`src/rtl/core/yuvrgb_pkg.sv`:
```
`default_nettype none

package yuvrgb_pkg;

  localparam int unsigned LumaW   = 17;  // 298 * 239 fits in 17 bits
  localparam int unsigned ChromaW = 18;  // signed chroma terms, blue is widest
  localparam int unsigned SumW    = 19;  // luma + chroma, signed
  localparam int unsigned ColW    = SumW - 8;

  localparam logic [7:0]  LumaBlack  = 8'd16;
  localparam logic [8:0]  LumaGain   = 9'd298;
  localparam logic [8:0]  ChromaZero = 9'd128;

  localparam logic signed [ChromaW-1:0] CrToRed   = 18'sd409;
  localparam logic signed [ChromaW-1:0] CbToGreen = -18'sd100;
  localparam logic signed [ChromaW-1:0] CrToGreen = -18'sd208;
  localparam logic signed [ChromaW-1:0] CbToBlue  = 18'sd516;
  localparam logic signed [ChromaW-1:0] RoundHalf = 18'sd128;

  localparam logic signed [ColW-1:0] ColourMax = 11'sd255;

  typedef struct packed {
    logic [7:0] luma_top_left;
    logic [7:0] luma_top_right;
    logic [7:0] luma_bottom_left;
    logic [7:0] luma_bottom_right;
    logic [7:0] chroma_blue;
    logic [7:0] chroma_red;
  } yuvrgb_in_t;

  typedef struct packed {
    logic [15:0] pixel_top_left;
    logic [15:0] pixel_top_right;
    logic [15:0] pixel_bottom_left;
    logic [15:0] pixel_bottom_right;
  } yuvrgb_out_t;

  function automatic logic [7:0] clip_colour(input logic signed [ColW-1:0] v);
    logic [7:0] res;
    if (v < 0) begin
      res = 8'd0;
    end else if (v > ColourMax) begin
      res = 8'hFF;
    end else begin
      res = v[7:0];
    end
    return res;
  endfunction

endpackage

`default_nettype wire

```
`src/rtl/core/yuv420_block_to_rgb565_core.sv`:
```
`default_nettype none
// 2x2 I420 block to four RGB565 pixels, BT.601 limited range.
// Input channel: in_valid_i / in_stall_o with one block (four Y, shared Cb/Cr)
// in in_data_i; an item is taken on a clock edge with valid high, stall low.
// Output channel: out_valid_o / out_stall_i, four pixels in out_data_o.
// Throughput: one block per cycle while out_stall_i is low. Latency: three
// register stages (stage 1 constant multiplies, stage 2 sums and shift,
// stage 3 clip, pack and byte swap into the output register).
// Each stage has its own valid bit and loads whenever it is empty or the
// stage after it moves, so bubbles are squeezed out under a stall; in_stall_o
// rises only once all three stages hold an item and the output is stalled.
// A stalled output holds its item unchanged.
// cfg_we_i/cfg_wdata_i write the byte-swap bit (swaps the bytes of each
// pixel); write it only while the pipeline is empty.
// Reset clears all valid bits and the byte-swap bit.
module yuv420_block_to_rgb565_core (
  input  wire logic                    clk_i,
  input  wire logic                    rst_ni,
  input  wire logic                    in_valid_i,
  output logic                         in_stall_o,
  input  wire yuvrgb_pkg::yuvrgb_in_t  in_data_i,
  output logic                         out_valid_o,
  input  wire logic                    out_stall_i,
  output yuvrgb_pkg::yuvrgb_out_t      out_data_o,
  input  wire logic                    cfg_we_i,
  input  wire logic                    cfg_wdata_i
);
  import yuvrgb_pkg::*;

  logic swap_q;

  // stage valid bits and per-stage advance
  logic v1_q, v2_q, v3_q;
  logic adv1, adv2, adv3;

  assign adv3 = !v3_q || !out_stall_i;
  assign adv2 = !v2_q || adv3;
  assign adv1 = !v1_q || adv2;
  assign in_stall_o = !adv1;

  // stage 1: luma and chroma products
  logic [7:0]              luma_in [4];
  logic [LumaW-1:0]        lterm_d [4];
  logic [LumaW-1:0]        lterm_q [4];
  logic signed [ChromaW-1:0] red_d, green_d, blue_d;
  logic signed [ChromaW-1:0] red_q, green_q, blue_q;
  logic signed [ChromaW-1:0] cb_s, cr_s;

  assign luma_in[0] = in_data_i.luma_top_left;
  assign luma_in[1] = in_data_i.luma_top_right;
  assign luma_in[2] = in_data_i.luma_bottom_left;
  assign luma_in[3] = in_data_i.luma_bottom_right;

  always_comb begin
    cb_s = $signed({10'd0, in_data_i.chroma_blue}) - $signed({9'd0, ChromaZero});
    cr_s = $signed({10'd0, in_data_i.chroma_red}) - $signed({9'd0, ChromaZero});
    red_d   = CrToRed * cr_s + RoundHalf;
    green_d = CbToGreen * cb_s + CrToGreen * cr_s + RoundHalf;
    blue_d  = CbToBlue * cb_s + RoundHalf;
  end

  for (genvar k = 0; k < 4; k++) begin : g_luma
    logic [7:0] yl;
    // Y below black counts as black
    assign yl = (luma_in[k] > LumaBlack) ? (luma_in[k] - LumaBlack) : 8'd0;
    assign lterm_d[k] = {{(LumaW-8){1'b0}}, yl} * {{(LumaW-9){1'b0}}, LumaGain};
  end

  // stage 2: sums, floor shift by 8
  logic signed [ColW-1:0] r_d [4], g_d [4], b_d [4];
  logic signed [ColW-1:0] r_q [4], g_q [4], b_q [4];

  for (genvar k = 0; k < 4; k++) begin : g_sum
    logic signed [SumW-1:0] lt, rs, gs, bs;
    assign lt = $signed({{(SumW-LumaW){1'b0}}, lterm_q[k]});
    assign rs = lt + $signed({{(SumW-ChromaW){red_q[ChromaW-1]}}, red_q});
    assign gs = lt + $signed({{(SumW-ChromaW){green_q[ChromaW-1]}}, green_q});
    assign bs = lt + $signed({{(SumW-ChromaW){blue_q[ChromaW-1]}}, blue_q});
    assign r_d[k] = rs[SumW-1:8];
    assign g_d[k] = gs[SumW-1:8];
    assign b_d[k] = bs[SumW-1:8];
  end

  // stage 3: clip, pack 5/6/5, optional byte swap
  logic [15:0] px_d [4];

  for (genvar k = 0; k < 4; k++) begin : g_pack
    logic [7:0]  rc, gc, bc;
    logic [15:0] px;
    assign rc = clip_colour(r_q[k]);
    assign gc = clip_colour(g_q[k]);
    assign bc = clip_colour(b_q[k]);
    assign px = {rc[7:3], gc[7:2], bc[7:3]};
    assign px_d[k] = swap_q ? {px[7:0], px[15:8]} : px;
  end

  yuvrgb_out_t out_d, out_q;
  assign out_d = '{pixel_top_left:     px_d[0],
                   pixel_top_right:    px_d[1],
                   pixel_bottom_left:  px_d[2],
                   pixel_bottom_right: px_d[3]};

  always_ff @(posedge clk_i or negedge rst_ni) begin
    if (!rst_ni) begin
      swap_q <= 1'b0;
      v1_q   <= 1'b0;
      v2_q   <= 1'b0;
      v3_q   <= 1'b0;
    end else begin
      if (cfg_we_i) begin
        swap_q <= cfg_wdata_i;
      end
      if (adv1) begin
        v1_q <= in_valid_i;
      end
      if (adv2) begin
        v2_q <= v1_q;
      end
      if (adv3) begin
        v3_q <= v2_q;
      end
    end
  end

  always_ff @(posedge clk_i) begin
    if (adv1 && in_valid_i) begin
      lterm_q <= lterm_d;
      red_q   <= red_d;
      green_q <= green_d;
      blue_q  <= blue_d;
    end
    if (adv2 && v1_q) begin
      r_q <= r_d;
      g_q <= g_d;
      b_q <= b_d;
    end
    if (adv3 && v2_q) begin
      out_q <= out_d;
    end
  end

  assign out_valid_o = v3_q;
  assign out_data_o  = out_q;

`ifndef SYNTHESIS
  // input only stalls with a full pipeline
  a_stall_full: assert property (@(posedge clk_i) disable iff (!rst_ni)
    in_stall_o |-> (v1_q && v2_q && v3_q))
    else $error("input stalled with an empty stage");

  // a stage 2 item blocked by a stalled output stays put
  a_hold_s2: assert property (@(posedge clk_i) disable iff (!rst_ni)
    (v2_q && !adv3) |=> v2_q)
    else $error("stage 2 item lost under stall");

  // a taken output with an item behind it is refilled at once
  a_refill: assert property (@(posedge clk_i) disable iff (!rst_ni)
    (out_valid_o && !out_stall_i && v2_q) |=> out_valid_o)
    else $error("bubble inserted behind a taken item");
`endif

endmodule

`default_nettype wire

```
`config.mk`:
```
export PLATFORM = sky130hd
export DESIGN_NAME = yuv420_block_to_rgb565_core
export DESIGN_NICKNAME = d
export VERILOG_FILES = /design/src/rtl/core/yuvrgb_pkg.sv /design/src/rtl/core/yuv420_block_to_rgb565_core.sv
export SDC_FILE = /design/constraint.sdc
export NUM_CORES = 1
export LEC_CHECK = 0
export ABC_AREA = 1
export BUFFER_PORTS_ARGS = -buffer_cell sky130_fd_sc_hd__buf_2
export CAP_MARGIN = 10
export CORE_UTILIZATION = 40
export CTS_BUF_LIST = sky130_fd_sc_hd__clkbuf_8 sky130_fd_sc_hd__clkbuf_16
export DETAILED_ROUTE_END_ITERATION = 8
export HOLD_SLACK_MARGIN = 0.15
export PLACE_DENSITY = 0.61
export SYNTH_ARGS = -nofsm -noshare
export SYNTH_HDL_FRONTEND = slang
export SYNTH_SLANG_ARGS = --single-unit
```
`constraint.sdc`:
```
create_clock -name clk_i -period 10.6 [get_ports clk_i]
set_input_delay 2.12 -clock clk_i [delete_from_list [all_inputs] [get_ports clk_i]]
set_output_delay 2.12 -clock clk_i [all_outputs]
set_load 0.005 [all_outputs]
```
; Yosys cells after proc, flatten, opt, wreduce, memory -nomap -nowiden
; Index checks and enable logic that the tools add are counted.
[op_classes]
add_sub_neg = 22
order_cmp = 28
reduce_logical = 11
muxes = 32
mul = 8
[op_table]
columns = operator, n
row1 = 18-bit by 18-bit adder with 19-bit output, 12
row2 = 8-bit 2-to-1 mux, 28
row3 = 11-bit by 9-bit > comparator with 1-bit output (second input constant), 12
row4 = 11-bit by 1-bit < comparator with 1-bit output (second input constant), 12
row5 = 8-bit by 8-bit multiplier with 16-bit output (second input constant), 4
row6 = 16-bit 2-to-1 mux, 4
row7 = 18-bit by 9-bit adder with 18-bit output (second input constant), 3
row8 = 8-bit by 5-bit > comparator with 1-bit output (second input constant), 4
row9 = 8-bit by 5-bit subtractor with 8-bit output (second input constant), 4
row10 = 17-bit by 18-bit adder with 18-bit output, 1
row11 = 10-bit by 9-bit multiplier with 18-bit output (first input constant), 1
row12 = 8-bit by 8-bit subtractor with 9-bit output (second input constant), 2
row13 = 9-bit by 9-bit multiplier with 16-bit output (first input constant), 1
row14 = 6-bit by 9-bit multiplier with 15-bit output (first input constant), 1
row15 = 5-bit by 9-bit multiplier with 14-bit output (first input constant), 1
row16 = 1-bit zero test, 5
row17 = 1-bit logical AND, 3
row18 = 1-bit logical OR, 3
[word_totals]
output_inout_bits = 66
reg_bits = 318

; Longest topological paths before layout
[logic_depth]
depth_word = 5
depth_mapped = 27
mapped_depth_nobuf = 27

; Least setup slack after synthesis
; Ideal clock, no wire load.
[synth_timing]
path_kind = input-to-reg
from = input out_stall_i
to = register blue_q[10] (enable)
stages = 5
slack_ps = 2973
setup_time_ps = 585
required_time_ps = 10015
arrival_time_ps = 7042
cell_sequence = nand2_1 -> nor2_1 -> inv_1 -> nor2_1 -> nor2_1
[synth_via]
elab_chain_len = 5
[synth_lines]
columns = item, line
row1 = from (decl), yuv420_block_to_rgb565_core.sv:23  ; input wire logic out_stall_i,
row2 = 1-bit zero test, yuv420_block_to_rgb565_core.sv:36  ; assign adv3 = !v3_q || !out_stall_i;
row3 = 1-bit logical OR, yuv420_block_to_rgb565_core.sv:36
row4 = 1-bit logical OR, yuv420_block_to_rgb565_core.sv:37  ; assign adv2 = !v2_q || adv3;
row5 = 1-bit logical OR, yuv420_block_to_rgb565_core.sv:38  ; assign adv1 = !v1_q || adv2;
row6 = 1-bit logical AND, yuv420_block_to_rgb565_core.sv:126  ; if (adv1 && in_valid_i) begin
row7 = to (signal assigned), yuv420_block_to_rgb565_core.sv:130  ; blue_q <= blue_d;
row8 = to (decl), yuv420_block_to_rgb565_core.sv:46  ; logic signed [ChromaW-1:0] red_q, green_q, blue_q;
; No other way between the ends.
; A chain may end at the register's enable or synchronous reset.

; Final worst setup path
[layout_timing]
from = input in_data_i[15] (netlist name)
to = register green_q[17], data pin
[layout_via]
elab_chain_len = 4
[layout_lines]
columns = item, line
row1 = from (decl), yuv420_block_to_rgb565_core.sv:21  ; input wire yuvrgb_pkg::yuvrgb_in_t in_data_i,
row2 = 8-bit by 8-bit subtractor with 9-bit output, yuv420_block_to_rgb565_core.sv:55  ; cb_s = $signed({10'd0, in_data_i.chroma_blue}) - $signed({9'd0, ChromaZero});
row3 = 6-bit by 9-bit multiplier with 15-bit output, yuv420_block_to_rgb565_core.sv:58  ; green_d = CbToGreen * cb_s + CrToGreen * cr_s + RoundHalf;
row4 = 17-bit by 18-bit adder with 18-bit output, yuv420_block_to_rgb565_core.sv:58
row5 = 18-bit by 9-bit adder with 18-bit output, yuv420_block_to_rgb565_core.sv:58
row6 = via green_d[17], yuv420_block_to_rgb565_core.sv:45  ; logic signed [ChromaW-1:0] red_d, green_d, blue_d;
row7 = to (signal assigned), yuv420_block_to_rgb565_core.sv:129  ; green_q <= green_d;
row8 = to (decl), yuv420_block_to_rgb565_core.sv:46
; The timed path passes the listed nets, and every way through them passes these cells.

==> impl_metrics.ini <==
[status]
status = complete, no violations

[setup_path]
worst_path_max_delay_cell = fa_1
cp_top_family = adder cells
crit_buf_inv = 6
cpMostUsedCell = ha_1
cp-end-kind = flip-flop
max_stage_delay_ns = 0.51
cp-start-kind = input port
crit_type = input port to flip-flop
arrival_ns = 6.75
required_ns = 10.94
critPathMaxFanout = 12
reg2reg_slack_ns = 8.00

[synth]
yosys.area.top_type_share_pct = 31.8
syn_nets = 3577
seq_area_frac_synth_pct = 32.2
ys_top_cells_by_area = edfxtp_1 32%, ha_1 23%, nand2_1 7.5%
syn_inst = 2975
synth_area_um2 = 26100
synth_seq_cells = 280
yosys_warnings = 0
yosysTopAreaCell = edfxtp_1
synth.distinct_cells = 38
syn_avg_cell_area_um2 = 8.76

[sta]
fmax_ghz = 0.156
skew_ns = 0.0324
finalWorstPathRequiredPeriod_ns = 6.41
maxSlewViolCount = 0
post-route-period-util_pct = 60.5
finalSetupViolCount = 0
hold_viol = 0
rsz0062_at_grt = no
slew-limit-headroom_pct = 34.6
finalSetupTns_ns = 0
worstMarginPinSlew_ns = 0.980
whs_ns = 0.489

[drt]
via_per_inst = 4.98
vias = 19900
dr.first_iter.drc_count = 1134
drtPass1Iterations = 6
ant_nets = 0
wirelength_mm = 61.7
drc_errors = 0
wl_per_cell_um = 15.4

[clock_network]
post_cts_resized = 0
postCtsSetupRepairBufs = 0
clk_pin_slew_ns = 0.06
numCtsBuffers = 30
ctsHoldBuffers = 0
clkLatencyLatePin_ns = 0.60
cts_buffer_depth = 3
h-tree-depth = 1
clockRootBuffer = clkbuf_16
cts.sinks = 280
cts_tree = yes

[pwr]
cellLeakagePower_uw = 0.0143
power_uw = 7940
pwr_density_cell_nw_per_um2 = 276
ir_worst_vdd_uv = 164

[finish]
nFillCells = 6321
nets = 3719
synthToLayoutAreaGrowth_pct = 10.3
final_area_um2 = 28700
drive_gt1_share_pct = 6.72
diodes = 0

[global_routing]
antenna_found_initial = 1
grt_first_pass_wirelength_mm = 98.8
grtUsageTotal_pct = 18.8
grt_pass1_vias = 18900
grt_max_degree = 77
grt-ovfl-total = 0

[floorplan]
die_w_um = 257
core-area_um2 = 64300
io-pin-count = 120
row_count = 93
start_util_pct = 40.5
die_area_um2 = 66200
die_y_um = 257

[placed_design]
io_buffers = 119
dpl-instance-area_um2 = 27700
place_hpwl_mm = 52.2
place.gp.congestion = 0.914

[flow_run]
drv_cap = 0

[hold_path]
hp-class = flip-flop to flip-flop
where the power goes:
part | total [uW] | leakage (uW) | internal (uW) | switching, uW
Sequential | 2240 | 0.00272 | 1900 | 344
Combinational | 4630 | 0.0111 | 1750 | 2870
Clock | 1070 | 0.000505 | 615 | 458
Total | 7940 | 0.0143 | 4270 | 3680
cells by family (layout without fill, tap and decap cells):
logic type | Yosys count | after routing | synth area share [%]
AO/OA/AOI/OAI | 566 | 566 | 12.6
XOR/XNOR | 155 | 155 | 5.27
adder cells (fa/ha/maj) | 548 | 548 | 28.1
buffers and inverters | 495 | 661 | 7.13
flip-flops | 280 | 280 | 32.2
AND/OR/NAND/NOR | 931 | 931 | 14.7
state kept, by name (all words and copies together) (netlist names):
signal and count:
b_q 32, blue_q 15, g_q 36, g_sum.lt 64
green_q 16, out_data_o 64, out_valid_o 1, r_q 32
red_q 17, swap_q 1, v1_q 1, v2_q 1
cell type report:
class                           instances  area [um2]  share of cell area (%)
Clock buffer                           30         751                    2.61
Clock inverter                         26         250                   0.871
Inverter                              480        1800                    6.28
Multi-Input combinational cell       2200       15800                    55.1
Sequential cell                       280        8390                    29.2
Tap cell                              855        1070                    3.72
Timing Repair Buffer                  125         641                    2.23
cell usage after synthesis:
master / instances
a21boi_2: 1
o21bai_1: 27
a211oi_1: 22
or2_2: 5
xor2_2: 2
o21ai_1: 7
inv_1: 480
o211ai_1: 8
o21ai_0: 183
dfrtp_1: 4
o21ai_2: 13
nand3_1: 130
a21oi_4: 1
o21bai_2: 3
xnor2_1: 46
o21a_1: 1
a31oi_1: 10
nand2_2: 2
o311ai_0: 1
a21oi_1: 225
clkbuf_1: 14
edfxtp_1: 276
nand4_1: 36
nor4_1: 2
buf_1: 1
a211oi_2: 2
ha_1: 485
fa_1: 63
a21o_1: 31
xor2_1: 107
nor3_1: 15
a221oi_1: 11
a21boi_0: 13
nand3_2: 7
nor2_1: 213
o2111ai_1: 6
nand2_1: 521
a41oi_1: 1
worst reg2reg max path, cell delays in order (launching register included):
cell and delay (ns):
dfrtp_1 0.42, nand2_1 0.10, nor2_1 0.04, inv_1 0.10
nor2_1 0.09, nor2_4 0.07, buf_4 0.43, buf_4 0.86
per-layer routing:
layer	wire, um	vias to the layer above	global-route usage, %
li1	-	10500	-
met1	30700	8967	27.0
met2	26800	379	30.3
met3	2770	79	1.74
met4	1370	0	4.17
met5	0	-	0
metrics by stage:
step	worst slack, ns	std cells	util, %
2_1_floorplan	2.97	2975	-
3_3_place_gp	3.66	3940	43.1
3_5_place_dp	3.60	3940	43.1
4_1_cts	4.21	3996	44.6
5_1_grt	3.76	3996	44.6
6_report	4.19	3996	44.6
placed cells by master, fill, tap and decap left out, types with 5 or more instances in the layout:
master,n
nand2_1,521
ha_1,485
inv_1,482
edfxtp_1,276
a21oi_1,224
nor2_1,212
o21ai_0,183
nand3_1,130
buf_2,119
xor2_1,107
fa_1,63
xnor2_1,46
nand4_1,36
a21o_1,31
clkbuf_16,30
o21bai_1,27
a211oi_1,22
nor3_1,15
a21boi_0,13
o21ai_2,13
a221oi_1,11
a31oi_1,10
o211ai_1,8
o21ai_1,7
nand3_2,7
clkinv_1,7
o2111ai_1,6
buf_4,6
or2_2,5
clkinv_2,5
final timing paths:
kind,startpoint,to,depth (start not counted)
worst max-delay path,in_data_i[15],green_q[17],26
worst min-delay path,v2_q,out_valid_o,2
worst max register to register,out_valid_o,green_q[12],7
worst min register to register,v2_q,out_valid_o,2
max in group asynchronous,rst_ni,swap_q,1
min in group asynchronous,rst_ni,v1_q,1
No activity file was read; power rests on OpenSTA's default activity.
